<file path="config.mk">
export PLATFORM = sky130hd
export DESIGN_NAME = four_channel_servo_pwm_unit
export DESIGN_NICKNAME = d
export VERILOG_FILES = /design/src/rtl/svpwm_pkg.sv /design/src/rtl/svpwm_update.sv /design/src/rtl/svpwm_phase.sv /design/src/rtl/four_channel_servo_pwm_unit.sv
export SDC_FILE = /design/constraint.sdc
export NUM_CORES = 1
export LEC_CHECK = 0
export CORE_MARGIN = 2
export CORE_UTILIZATION = 50
export DETAILED_ROUTE_END_ITERATION = 10
export DONT_BUFFER_PORTS = 1
export REMOVE_ABC_BUFFERS = 1
export SYNTH_ARGS = -nofsm -noshare
export SYNTH_HDL_FRONTEND = slang
export SYNTH_SLANG_ARGS = --single-unit
export TNS_END_PERCENT = 30
</file>
<file path="constraint.sdc">
create_clock -name clk -period 9.25 [get_ports clk]
set_clock_uncertainty 0.2 [all_clocks]
set_input_delay 0.4625 -clock clk [delete_from_list [all_inputs] [get_ports clk]]
set_output_delay 0.4625 -clock clk [all_outputs]
set_load 0.03 [all_outputs]
</file>
<file path="src/rtl/svpwm_pkg.sv">
// ---------------------------------------------------------------------------
// Servo PWM package
// Shared types, constants and reset values for the four-channel servo PWM.
// ---------------------------------------------------------------------------
package svpwm_pkg;

	localparam int NUM_LANES  = 4;
	localparam int CHANNELS   = 4;
	localparam int PERIOD_TOP = 2000;
	localparam int WIDTH_W    = 11;
	localparam int AMOUNT_W   = 8;
	localparam int REG_IDX_W  = 4;

	typedef logic [WIDTH_W-1:0] width_t;
	typedef logic [NUM_LANES-1:0][WIDTH_W-1:0] lane_widths_t;

	typedef enum logic [1:0] {
		OP_TICK      = 2'd0,
		OP_STEP_UP   = 2'd1,
		OP_STEP_DOWN = 2'd2,
		OP_SET       = 2'd3
	} op_t;

	typedef struct packed {
		op_t                 op;
		logic [1:0]          channel;
		logic [AMOUNT_W-1:0] step_amount;
		width_t              target_value;
	} in_item_t;

	typedef struct packed {
		logic [NUM_LANES-1:0] pin_levels;
		width_t               addressed_width;
	} out_item_t;

	// register map: low limits first, then high limits
	localparam logic [REG_IDX_W-1:0] REG_LOW_BASE  = 4'd0;
	localparam logic [REG_IDX_W-1:0] REG_HIGH_BASE = 4'd4;
	localparam logic [REG_IDX_W-1:0] REG_END       = 4'd8;

	localparam lane_widths_t LOW_RESET   = {11'd50, 11'd80, 11'd80, 11'd130};
	localparam lane_widths_t HIGH_RESET  = {11'd250, 11'd220, 11'd185, 11'd250};
	localparam lane_widths_t WIDTH_RESET = {11'd145, 11'd150, 11'd150, 11'd150};

endpackage

</file>
<file path="src/rtl/svpwm_update.sv">
// ---------------------------------------------------------------------------
// Servo PWM width update
// Forms the stepped or loaded width of one channel and clamps it to limits.
// ---------------------------------------------------------------------------
module svpwm_update (
	input  svpwm_pkg::op_t                          op,
	input  svpwm_pkg::width_t                       cur_width,
	input  logic [svpwm_pkg::AMOUNT_W-1:0]          step_amount,
	input  svpwm_pkg::width_t                       target_value,
	input  svpwm_pkg::width_t                       low_limit,
	input  svpwm_pkg::width_t                       high_limit,
	output svpwm_pkg::width_t                       new_width
);

	localparam int SUM_W = svpwm_pkg::WIDTH_W + 2;

	logic signed [SUM_W-1:0] raw;
	logic signed [SUM_W-1:0] low_s;
	logic signed [SUM_W-1:0] high_s;

	// form the unclamped value at full precision, signed for step down
	always_comb begin
		case (op)
			svpwm_pkg::OP_STEP_UP:
				raw = $signed({2'b00, cur_width}) + $signed({5'b0, step_amount});
			svpwm_pkg::OP_STEP_DOWN:
				raw = $signed({2'b00, cur_width}) - $signed({5'b0, step_amount});
			default:
				raw = $signed({2'b00, target_value});
		endcase
	end

	assign low_s  = $signed({2'b00, low_limit});
	assign high_s = $signed({2'b00, high_limit});

	// low limit wins over high limit
	always_comb begin
		if (raw < low_s) begin
			new_width = low_limit;
		end else if (raw > high_s) begin
			new_width = high_limit;
		end else begin
			new_width = raw[svpwm_pkg::WIDTH_W-1:0];
		end
	end

endmodule

</file>
<file path="src/rtl/svpwm_phase.sv">
// ---------------------------------------------------------------------------
// Servo PWM phase
// Advances the phase counter and compares it against every channel width.
// ---------------------------------------------------------------------------
module svpwm_phase (
	input  svpwm_pkg::width_t                       phase,
	input  svpwm_pkg::lane_widths_t                 widths,
	output svpwm_pkg::width_t                       phase_next,
	output logic [svpwm_pkg::NUM_LANES-1:0]         pins_next
);

	localparam logic [svpwm_pkg::WIDTH_W:0] TOP = (svpwm_pkg::WIDTH_W+1)'(svpwm_pkg::PERIOD_TOP);
	localparam logic [svpwm_pkg::WIDTH_W:0] ONE = (svpwm_pkg::WIDTH_W+1)'(1);

	logic [svpwm_pkg::WIDTH_W:0] incr;

	// advance and wrap past the top
	assign incr       = {1'b0, phase} + ONE;
	assign phase_next = (incr > TOP) ? '0 : incr[svpwm_pkg::WIDTH_W-1:0];

	// drive high while the counter is below the width
	always_comb begin
		for (int i = 0; i < svpwm_pkg::NUM_LANES; i++) begin
			pins_next[i] = (i < svpwm_pkg::CHANNELS) && (phase_next < widths[i]);
		end
	end

endmodule

</file>
<file path="src/rtl/four_channel_servo_pwm_unit.sv">
// The result is registered and valid in the cycle after a request is accepted.
// Throughput: one request per cycle while out_ready is high; the result register frees as it is taken.
// Every request (tick, step, set) runs through a single combinational pass.
// Reset: phase counter 0, pins all high, widths 150/150/150/145,
// limits at their default values, no result pending.
// ---------------------------------------------------------------------------
// Four-channel servo PWM unit
// Phase counter, per-channel pulse widths with clamped updates, result register.
// ---------------------------------------------------------------------------
module four_channel_servo_pwm_unit (
	input  logic                                     clk,
	input  logic                                     arst_n,
	input  logic                                     in_valid,
	output logic                                     in_ready,
	input  svpwm_pkg::in_item_t                      in_data,
	output logic                                     out_valid,
	input  logic                                     out_ready,
	output svpwm_pkg::out_item_t                     out_data,
	input  logic                                     wr_en,
	input  logic [svpwm_pkg::REG_IDX_W-1:0]          wr_index,
	input  svpwm_pkg::width_t                        wr_data
);

	svpwm_pkg::lane_widths_t             low_q;
	svpwm_pkg::lane_widths_t             high_q;
	svpwm_pkg::lane_widths_t             width_q;
	svpwm_pkg::width_t                   phase_q;
	logic [svpwm_pkg::NUM_LANES-1:0]     pin_q;
	logic                                out_valid_q;
	svpwm_pkg::out_item_t                out_data_q;

	logic                                accept;
	logic                                ch_active;
	logic                                is_tick;
	svpwm_pkg::width_t                   upd_width;
	svpwm_pkg::width_t                   phase_next;
	logic [svpwm_pkg::NUM_LANES-1:0]     pins_next;
	svpwm_pkg::width_t                   addr_width;
	logic [svpwm_pkg::NUM_LANES-1:0]     pins_out;

	assign in_ready  = !out_valid_q || out_ready;
	assign accept    = in_valid && in_ready;
	assign out_valid = out_valid_q;
	assign out_data  = out_data_q;

	assign is_tick   = (in_data.op == svpwm_pkg::OP_TICK);
	assign ch_active = (32'(in_data.channel) < svpwm_pkg::CHANNELS);

	svpwm_update u_update (
		.op           (in_data.op),
		.cur_width    (width_q[in_data.channel]),
		.step_amount  (in_data.step_amount),
		.target_value (in_data.target_value),
		.low_limit    (low_q[in_data.channel]),
		.high_limit   (high_q[in_data.channel]),
		.new_width    (upd_width)
	);

	svpwm_phase u_phase (
		.phase      (phase_q),
		.widths     (width_q),
		.phase_next (phase_next),
		.pins_next  (pins_next)
	);

	// select the result fields
	always_comb begin
		if (!ch_active) begin
			addr_width = '0;
		end else if (is_tick) begin
			addr_width = width_q[in_data.channel];
		end else begin
			addr_width = upd_width;
		end
		pins_out = is_tick ? pins_next : pin_q;
	end

	// write limit registers
	always_ff @(posedge clk or negedge arst_n) begin
		if (!arst_n) begin
			low_q  <= svpwm_pkg::LOW_RESET;
			high_q <= svpwm_pkg::HIGH_RESET;
		end else if (wr_en) begin
			if (wr_index < svpwm_pkg::REG_HIGH_BASE) begin
				low_q[wr_index[1:0]] <= wr_data;
			end else if (wr_index < svpwm_pkg::REG_END) begin
				high_q[wr_index[1:0]] <= wr_data;
			end
		end
	end

	// advance phase, pins and the addressed width
	always_ff @(posedge clk or negedge arst_n) begin
		if (!arst_n) begin
			phase_q <= '0;
			pin_q   <= '1;
			width_q <= svpwm_pkg::WIDTH_RESET;
		end else if (accept) begin
			if (is_tick) begin
				phase_q <= phase_next;
				pin_q   <= pins_next;
			end else if (ch_active) begin
				width_q[in_data.channel] <= upd_width;
			end
		end
	end

	// hold the result until taken
	always_ff @(posedge clk or negedge arst_n) begin
		if (!arst_n) begin
			out_valid_q <= 1'b0;
		end else if (in_ready) begin
			out_valid_q <= in_valid;
		end
	end

	always_ff @(posedge clk) begin
		if (accept) begin
			out_data_q.pin_levels      <= pins_out;
			out_data_q.addressed_width <= addr_width;
		end
	end

`ifndef SYNTHESIS
	a_accept_gives_result: assert property (@(posedge clk) disable iff (!arst_n)
		accept |=> out_valid)
		else $error("accepted request produced no result");

	a_stall_blocks_input: assert property (@(posedge clk) disable iff (!arst_n)
		(out_valid && !out_ready) |-> !in_ready)
		else $error("request accepted while result stalled");

	a_phase_in_range: assert property (@(posedge clk) disable iff (!arst_n)
		32'(phase_q) <= svpwm_pkg::PERIOD_TOP)
		else $error("phase counter beyond period top");

	a_tick_keeps_widths: assert property (@(posedge clk) disable iff (!arst_n)
		(accept && is_tick) |=> $stable(width_q))
		else $error("tick changed a pulse width");
`endif

endmodule
</file>
== Word-level counts from Yosys, hierarchy flattened ==
Index checks and enable logic that the tools add are counted.

* Bits in registers: 163
* Input port bits: 43

* Multiplexer cells: 19
* Add/subtract/negate cells: 3
* Magnitude comparators: 13
* Reductions and logical operators: 10
* Bitwise operators: 2
* Equal/unequal tests: 2

{| class="wikitable"
|+ Operator list
! cell !! count
|-
| 44-bit bitwise mux || 3
|-
| 11-bit 2-to-1 mux || 9
|-
| 11-bit binary-select mux with 2-bit select || 3
|-
| 11-bit demux with 2-bit select || 2
|-
| 11-bit < comparator || 4
|-
| 13-bit one-hot mux with 2 select lines || 1
|-
| 13-bit by 12-bit > comparator with 1-bit output || 1
|-
| 13-bit by 12-bit < comparator with 1-bit output || 1
|-
| 11-bit by 1-bit adder with 12-bit output, second input constant || 1
|-
| 11-bit by 8-bit adder with 12-bit output || 1
|-
| 12-bit by 11-bit > comparator with 1-bit output, second input constant || 1
|-
| 11-bit by 8-bit subtractor with 12-bit output || 1
|-
| 2-bit by 3-bit < comparator with 1-bit output, second input constant || 2
|-
| 2-bit AND reduction || 3
|-
| 2-bit by 1-bit greater-or-equal comparator with 1-bit output, second input constant || 2
|-
| 4-bit by 3-bit < comparator with 1-bit output, second input constant || 1
|-
| 4-bit < comparator, second input constant || 1
|-
| 4-bit 2-to-1 mux || 1
|-
| 1-bit logical AND || 3
|-
| 3-bit AND reduction || 1
|-
| 2-bit by 1-bit == test with 1-bit output, second input constant || 1
|-
| 2-bit == test, second input constant || 1
|-
| 2-bit zero test || 1
|-
| 1-bit inverter || 2
|-
| other kinds (2) || 2
|}

== Longest topological paths before layout ==
* Depth in word-level cells: 8
* Mapped depth: 23

== Modules after synthesis ==
From an unflattened synthesis, not the netlist that was laid out.

* Cell total of the unflattened synthesis: 945
* Area, all modules: 10802.9 sq um

{| class="wikitable"
|+ By module, submodules not included
! module !! cells each !! area an instance (sq um) !! sequential area each (sq um) !! instances
|-
| four_channel_servo_pwm_unit || 439 || 7243.2 || 4216.5 || 1
|-
| svpwm_update || 290 || 2070.7 || 0.0 || 1
|-
| svpwm_phase || 216 || 1488.9 || 0.0 || 1
|}

== Least setup slack after synthesis ==
OpenSTA, ideal clock, no wires.

* Path type: input to register
* From: input in_data[19] (netlist bit)
* To: register out_data_q, in the netlist out_data[1], data pin
* Stages: 21
* Slack: 3.092 ns
* Arrival time: 5.683 ns
* Required time: 8.775 ns
* Cell sequence: buf_4 buf_1 clkbuf_1 mux4_2 inv_1 ha_1 inv_1 fa_1 a21o_1 a221oi_1 a21oi_1 a31oi_1 o211ai_1 o22a_1 ha_1 nand4_1 or3_1 o21ai_1 a21oi_2 mux2i_1 o221ai_1

* Cells in the longest elaborated chain, start to end: 8
* Elaborated cells between the ends (all ways): 14

{| class="wikitable"
|+ RTL lines
! element !! RTL line !! source
|-
| start: declaration || four_channel_servo_pwm_unit.sv:15 || <nowiki>input svpwm_pkg::in_item_t in_data,</nowiki>
|-
| 11-bit binary-select mux with 2-bit select || four_channel_servo_pwm_unit.sv:51, four_channel_servo_pwm_unit.sv:71 ||
|-
| 11-bit 2-to-1 mux (not written as such) || four_channel_servo_pwm_unit.sv:51, four_channel_servo_pwm_unit.sv:71 ||
|-
| 11-bit by 8-bit subtractor with 12-bit output / 11-bit by 8-bit adder with 12-bit output (equally long branches) || svpwm_update.sv:27, svpwm_update.sv:25 ||
|-
| 13-bit one-hot mux with 2 select lines || svpwm_update.sv:23 || <nowiki>case (op)</nowiki>
|-
| 13-bit by 12-bit > comparator with 1-bit output || svpwm_update.sv:40 || <nowiki>end else if (raw > high_s) begin</nowiki>
|-
| 11-bit 2-to-1 mux || svpwm_update.sv:40 ||
|-
| 11-bit 2-to-1 mux || svpwm_update.sv:38 || <nowiki>if (raw < low_s) begin</nowiki>
|-
| 11-bit 2-to-1 mux * || four_channel_servo_pwm_unit.sv:70 || <nowiki>end else if (is_tick) begin</nowiki>
|-
| via addr_width[1] || four_channel_servo_pwm_unit.sv:38 || <nowiki>svpwm_pkg::width_t addr_width;</nowiki>
|-
| end: declaration || four_channel_servo_pwm_unit.sv:30 || <nowiki>svpwm_pkg::out_item_t out_data_q;</nowiki>
|}

Mark *: on every way through the listed nets, which the timed path passes. The rest lies on a longest branch. The select of a mux whose other input is x is not followed.
A chain may end at the register's enable or synchronous reset.

== Worst setup path in the final report ==
* From: register width_q[22] (netlist bit)
* To: register out_data_q, in the netlist out_data[2], data pin

* Cells in the longest elaborated chain, start to end: 8
* Elaborated cells between the ends (all ways): 10

{| class="wikitable"
|+ RTL lines
! element !! RTL line !! source
|-
| start: declaration || four_channel_servo_pwm_unit.sv:26 || <nowiki>svpwm_pkg::lane_widths_t width_q;</nowiki>
|-
| start signal: assignment || four_channel_servo_pwm_unit.sv:97 || <nowiki>width_q <= svpwm_pkg::WIDTH_RESET;</nowiki>
|-
| start signal: indexed assignment || four_channel_servo_pwm_unit.sv:103 || <nowiki>width_q[in_data.channel] <= upd_width;</nowiki>
|-
| 11-bit binary-select mux with 2-bit select * || four_channel_servo_pwm_unit.sv:51 || <nowiki>.cur_width (width_q[in_data.channel]),</nowiki>
|-
| 11-bit 2-to-1 mux (not written as such) * || four_channel_servo_pwm_unit.sv:51 ||
|-
| 11-bit by 8-bit subtractor with 12-bit output / 11-bit by 8-bit adder with 12-bit output (equally long branches) || svpwm_update.sv:27, svpwm_update.sv:25 ||
|-
| 13-bit one-hot mux with 2 select lines * || svpwm_update.sv:23 ||
|-
| 13-bit by 12-bit > comparator with 1-bit output || svpwm_update.sv:40 ||
|-
| 11-bit 2-to-1 mux || svpwm_update.sv:40 ||
|-
| 11-bit 2-to-1 mux * || svpwm_update.sv:38 ||
|-
| 11-bit 2-to-1 mux * || four_channel_servo_pwm_unit.sv:70 ||
|-
| via addr_width[2] || four_channel_servo_pwm_unit.sv:38 ||
|}

Marks and branches as above.

==> reports/metrics.csv <==
stage,metric,value,unit
global_route,initial antenna violation count,0,
sta,Tcrit/Tclk final,0.630,
clock_network,TritonCTS Buffers,17,
floorplanning,num rows,53,
synth,Yosys top cell by area,dfrtp_1,
global_route,GRT Residual Overflow,0,
synth,XOR/XNOR share of the synthesized area,0.00804,
worst_setup_path,"Req. time, crit path",9210,ps
clock_network,Num Clock Sinks,163,
floorplanning,io pins,60,
synth,top post-synthesis cells by area,"dfrtp_1, dfstp_2, ha_1",
cells_and_area,"commonest non-fill, non-tap cell in the layout",nand2_1,
clock_network,setup bufs post-CTS,0,
worst_setup_path,Worst Setup Path Type,register to register,
clock_network,root buffer cell,clkbuf_16,
synth,Yosys cell types,72,
power_and_ir_drop,pwr dens,282,mW/mm^2
floorplanning,Starting Density,0.513,
worst_setup_path,CP Max Fanout,13,
sta,Final Hold Fails,0,
sta,final setup fails,0,
clock_network,Resize count post-CTS,0,
cells_and_area,Final Net Count,1199,
detailed_routing,post-DR wirelength/cell,22.6,microns
sta,clock period minus worst slack,5830,ps
cells_and_area,area delta synth->final,9.12,%
min_path,HP Class,input pin to register,
worst_setup_path,Worst setup EP type,register,
global_route,busiest grt layer,met2,
power_and_ir_drop,maximum vdd ir drop,146,uV
detailed_routing,DRC,0,
global_route,vias in the first global route,8271,
detailed_routing,Antenna Nets Post-Route,0,
cells_and_area,most frequent cells in the layout,"nand2_1, dfrtp_1, inv_1, mux2_2, ha_1",
placed_design,pre-CTS WS,3390,ps
detailed_routing,First-pass DRT Iterations,5,
global_route,overall routing resource usage,0.277,
sta,RSZ-0062 raised after global routing,no,
cells_and_area,layout cells sized above 1,0.218,
detailed_routing,initial DRC count,628,
sta,slew at the pin closest to its max-slew limit,1150,ps
global_route,met3 GRT Util,0.0488,
detailed_routing,Via Count,8619,
synth,synth warn,0,
floorplanning,die width,152,microns
sta,setup TNS,0,ps
synth,post-synthesis async set-or-reset flop share,0.908,
clock_network,clock-pin slew on the worst setup and hold paths,70,ps
synth,Post-Synth Adder-Cell Area,0.100,
floorplanning,die area,0.0230,sq mm
placed_design,cell total after placement,1312,
worst_setup_path,CP arrival,5780,ps
sta,Slew HR,0.229,
synth,multiplexer share of the synthesized area,0.162,
synth,mapped cell area,0.0109,sq mm
synth,Most used DFF post-synth,dfrtp_1,
synth,"Avg Cell Area, Syn",10.1,sq um
synth,fraction of the mapped netlist area in compound gates,0.164,
floorplanning,core area,0.0212,sq mm
clock_network,H-tree depth,4,
sta,Fmax,172,MHz
run,Max Cap Violations,0,
synth,"Seq/Total Area, Yosys",0.387,
clock_network,"Clk Latency, worst-skew pair",430,ps
global_route,first-pass GRT wire length,47.8,mm
sta,Final Max Tran Viols,0,
detailed_routing,vias per cell,6.35,
cells_and_area,final core occ,0.560,
global_route,largest net degree at the start of global routing,149,
placed_design,detailed placer's ending HPWL,21.8,mm
worst_setup_path,CP startpoint kind,register,
synth,"EDFF count, synth",15,
synth,Cells after Synth,1080,
sta,Setup WS post-layout,3420,ps
cells_and_area,ANT cells,0,
placed_design,Placer Congestion,0.996,
global_route,GR Util met1,0.374,
placed_design,PortBufs,0,
clock_network,TritonCTS clock tree,built,
floorplanning,Die Y,152,microns
synth,simple-gate share of the synthesized area,0.124,
global_route,met2 usage,0.460,
clock_network,CTS max path bufs,2,
cells_and_area,final std cells w/o fill,1358,
synth,"FF+latch count, synth",163,
status,status,"complete, no violations",
clock_network,hold buffers post-CTS,14,
cells_and_area,Fillers,1872,
detailed_routing,Routed Wire Length,30.8,mm
synth,main combinational cell family by area after synthesis,compound AO/OA/AOI/OAI gates,
synth,top-area cell type share of the netlist area,0.225,
power_and_ir_drop,Leak,0.00493,uW
## stage by stage
| step | hold WS (ps) | area (sq um) | power [uW] |
|---|---|---|---|
| 6_report | 191 | 11900 | 3350 |
| 5_1_grt | 201 | 11900 | 3570 |
| 4_1_cts | 171 | 11900 | 3330 |
| 3_5_place_dp | -28.4 | 11100 | 2590 |
| 3_3_place_gp | -24.1 | 11100 | 2560 |
| 2_1_floorplan | -33.1 | 10700 | 2160 |
## critical path, stage by stage, from the launching register on
cell	delay (ps)
dfrtp_1	410
mux4_2	540
inv_1	80
ha_1	150
inv_1	50
fa_1	390
a21o_1	190
a221oi_1	490
xnor2_1	200
nand2_1	70
a31oi_1	450
ha_1	340
a22o_1	200
o41a_1	300
o21ai_1	510
a21oi_2	340
mux2i_1	460
o221ai_1	170
## power by group
| part | switching [uW] | internal, uW |
|---|---|---|
| Clock | 346 | 371 |
| Sequential | 189 | 990 |
| Combinational | 864 | 588 |
| Total | 1400 | 1950 |
## cell type report
class                      count  area (sq um)  area share
inverter                      97           364      0.0306
timing repair buffer          25           240      0.0202
tap                          275           344      0.0290
clock inverter                14           156      0.0132
multi-input combinational    766          6120       0.515
sequential                   163          4220       0.355
clock buffer                  18           439      0.0370
## sequential cells by signal, summed over array words and instances (netlist names)
signal and count:
low_q 44, pin_q 4, out_data 15, width_q 44
out_valid 1, high_q 44, phase_q 11
## metal layers
metal / up-vias / wire length [microns]
li1: 3958 / -
met1: 4287 / 13200
met2: 340 / 14800
met3: 34 / 2060
met4: 0 / 643
met5: - / 0
## final timing paths
kind                                          from                       to  slack, ps  depth (start not counted)
min                                    in_data[10]  width_q[32]$_DFFE_PN0P_        190                          2
max reg2reg                width_q[22]$_DFFE_PN0P_    out_data[2]$_DFFE_PP_       3420                         17
min in group asynchronous                   arst_n  width_q[30]$_DFFE_PN0P_        410                          2
max in group asynchronous                   arst_n   high_q[23]$_DFFE_PN0P_       7720                          2
min reg2reg                   pin_q[0]$_DFFE_PN1P_     pin_q[0]$_DFFE_PN1P_        280                          2
max                        width_q[22]$_DFFE_PN0P_    out_data[2]$_DFFE_PP_       3420                         17
## Yosys cell counts (14+ instances only)
cell type	number
a211oi_1	16
nand3_1	40
nand2_1	104
dfstp_2	50
dfrtp_1	98
edfxtp_1	15
o21ai_0	48
o211ai_1	32
nor2_1	45
a21oi_1	44
mux2_2	93
nor3_1	14
ha_1	84
a21o_1	18
mux4_2	28
inv_1	97
clkbuf_1	34
## kinds of logic (layout without fill, tap and decap cells)
kind of cell | after synthesis | in the layout
fa+ha+maj | 86 | 86
mux | 130 | 130
simple gates | 280 | 280
buf+inv | 151 | 154
xor+xnor | 10 | 10
flops | 163 | 163
compound gates | 260 | 260
(Power assumes the default switching activity.)
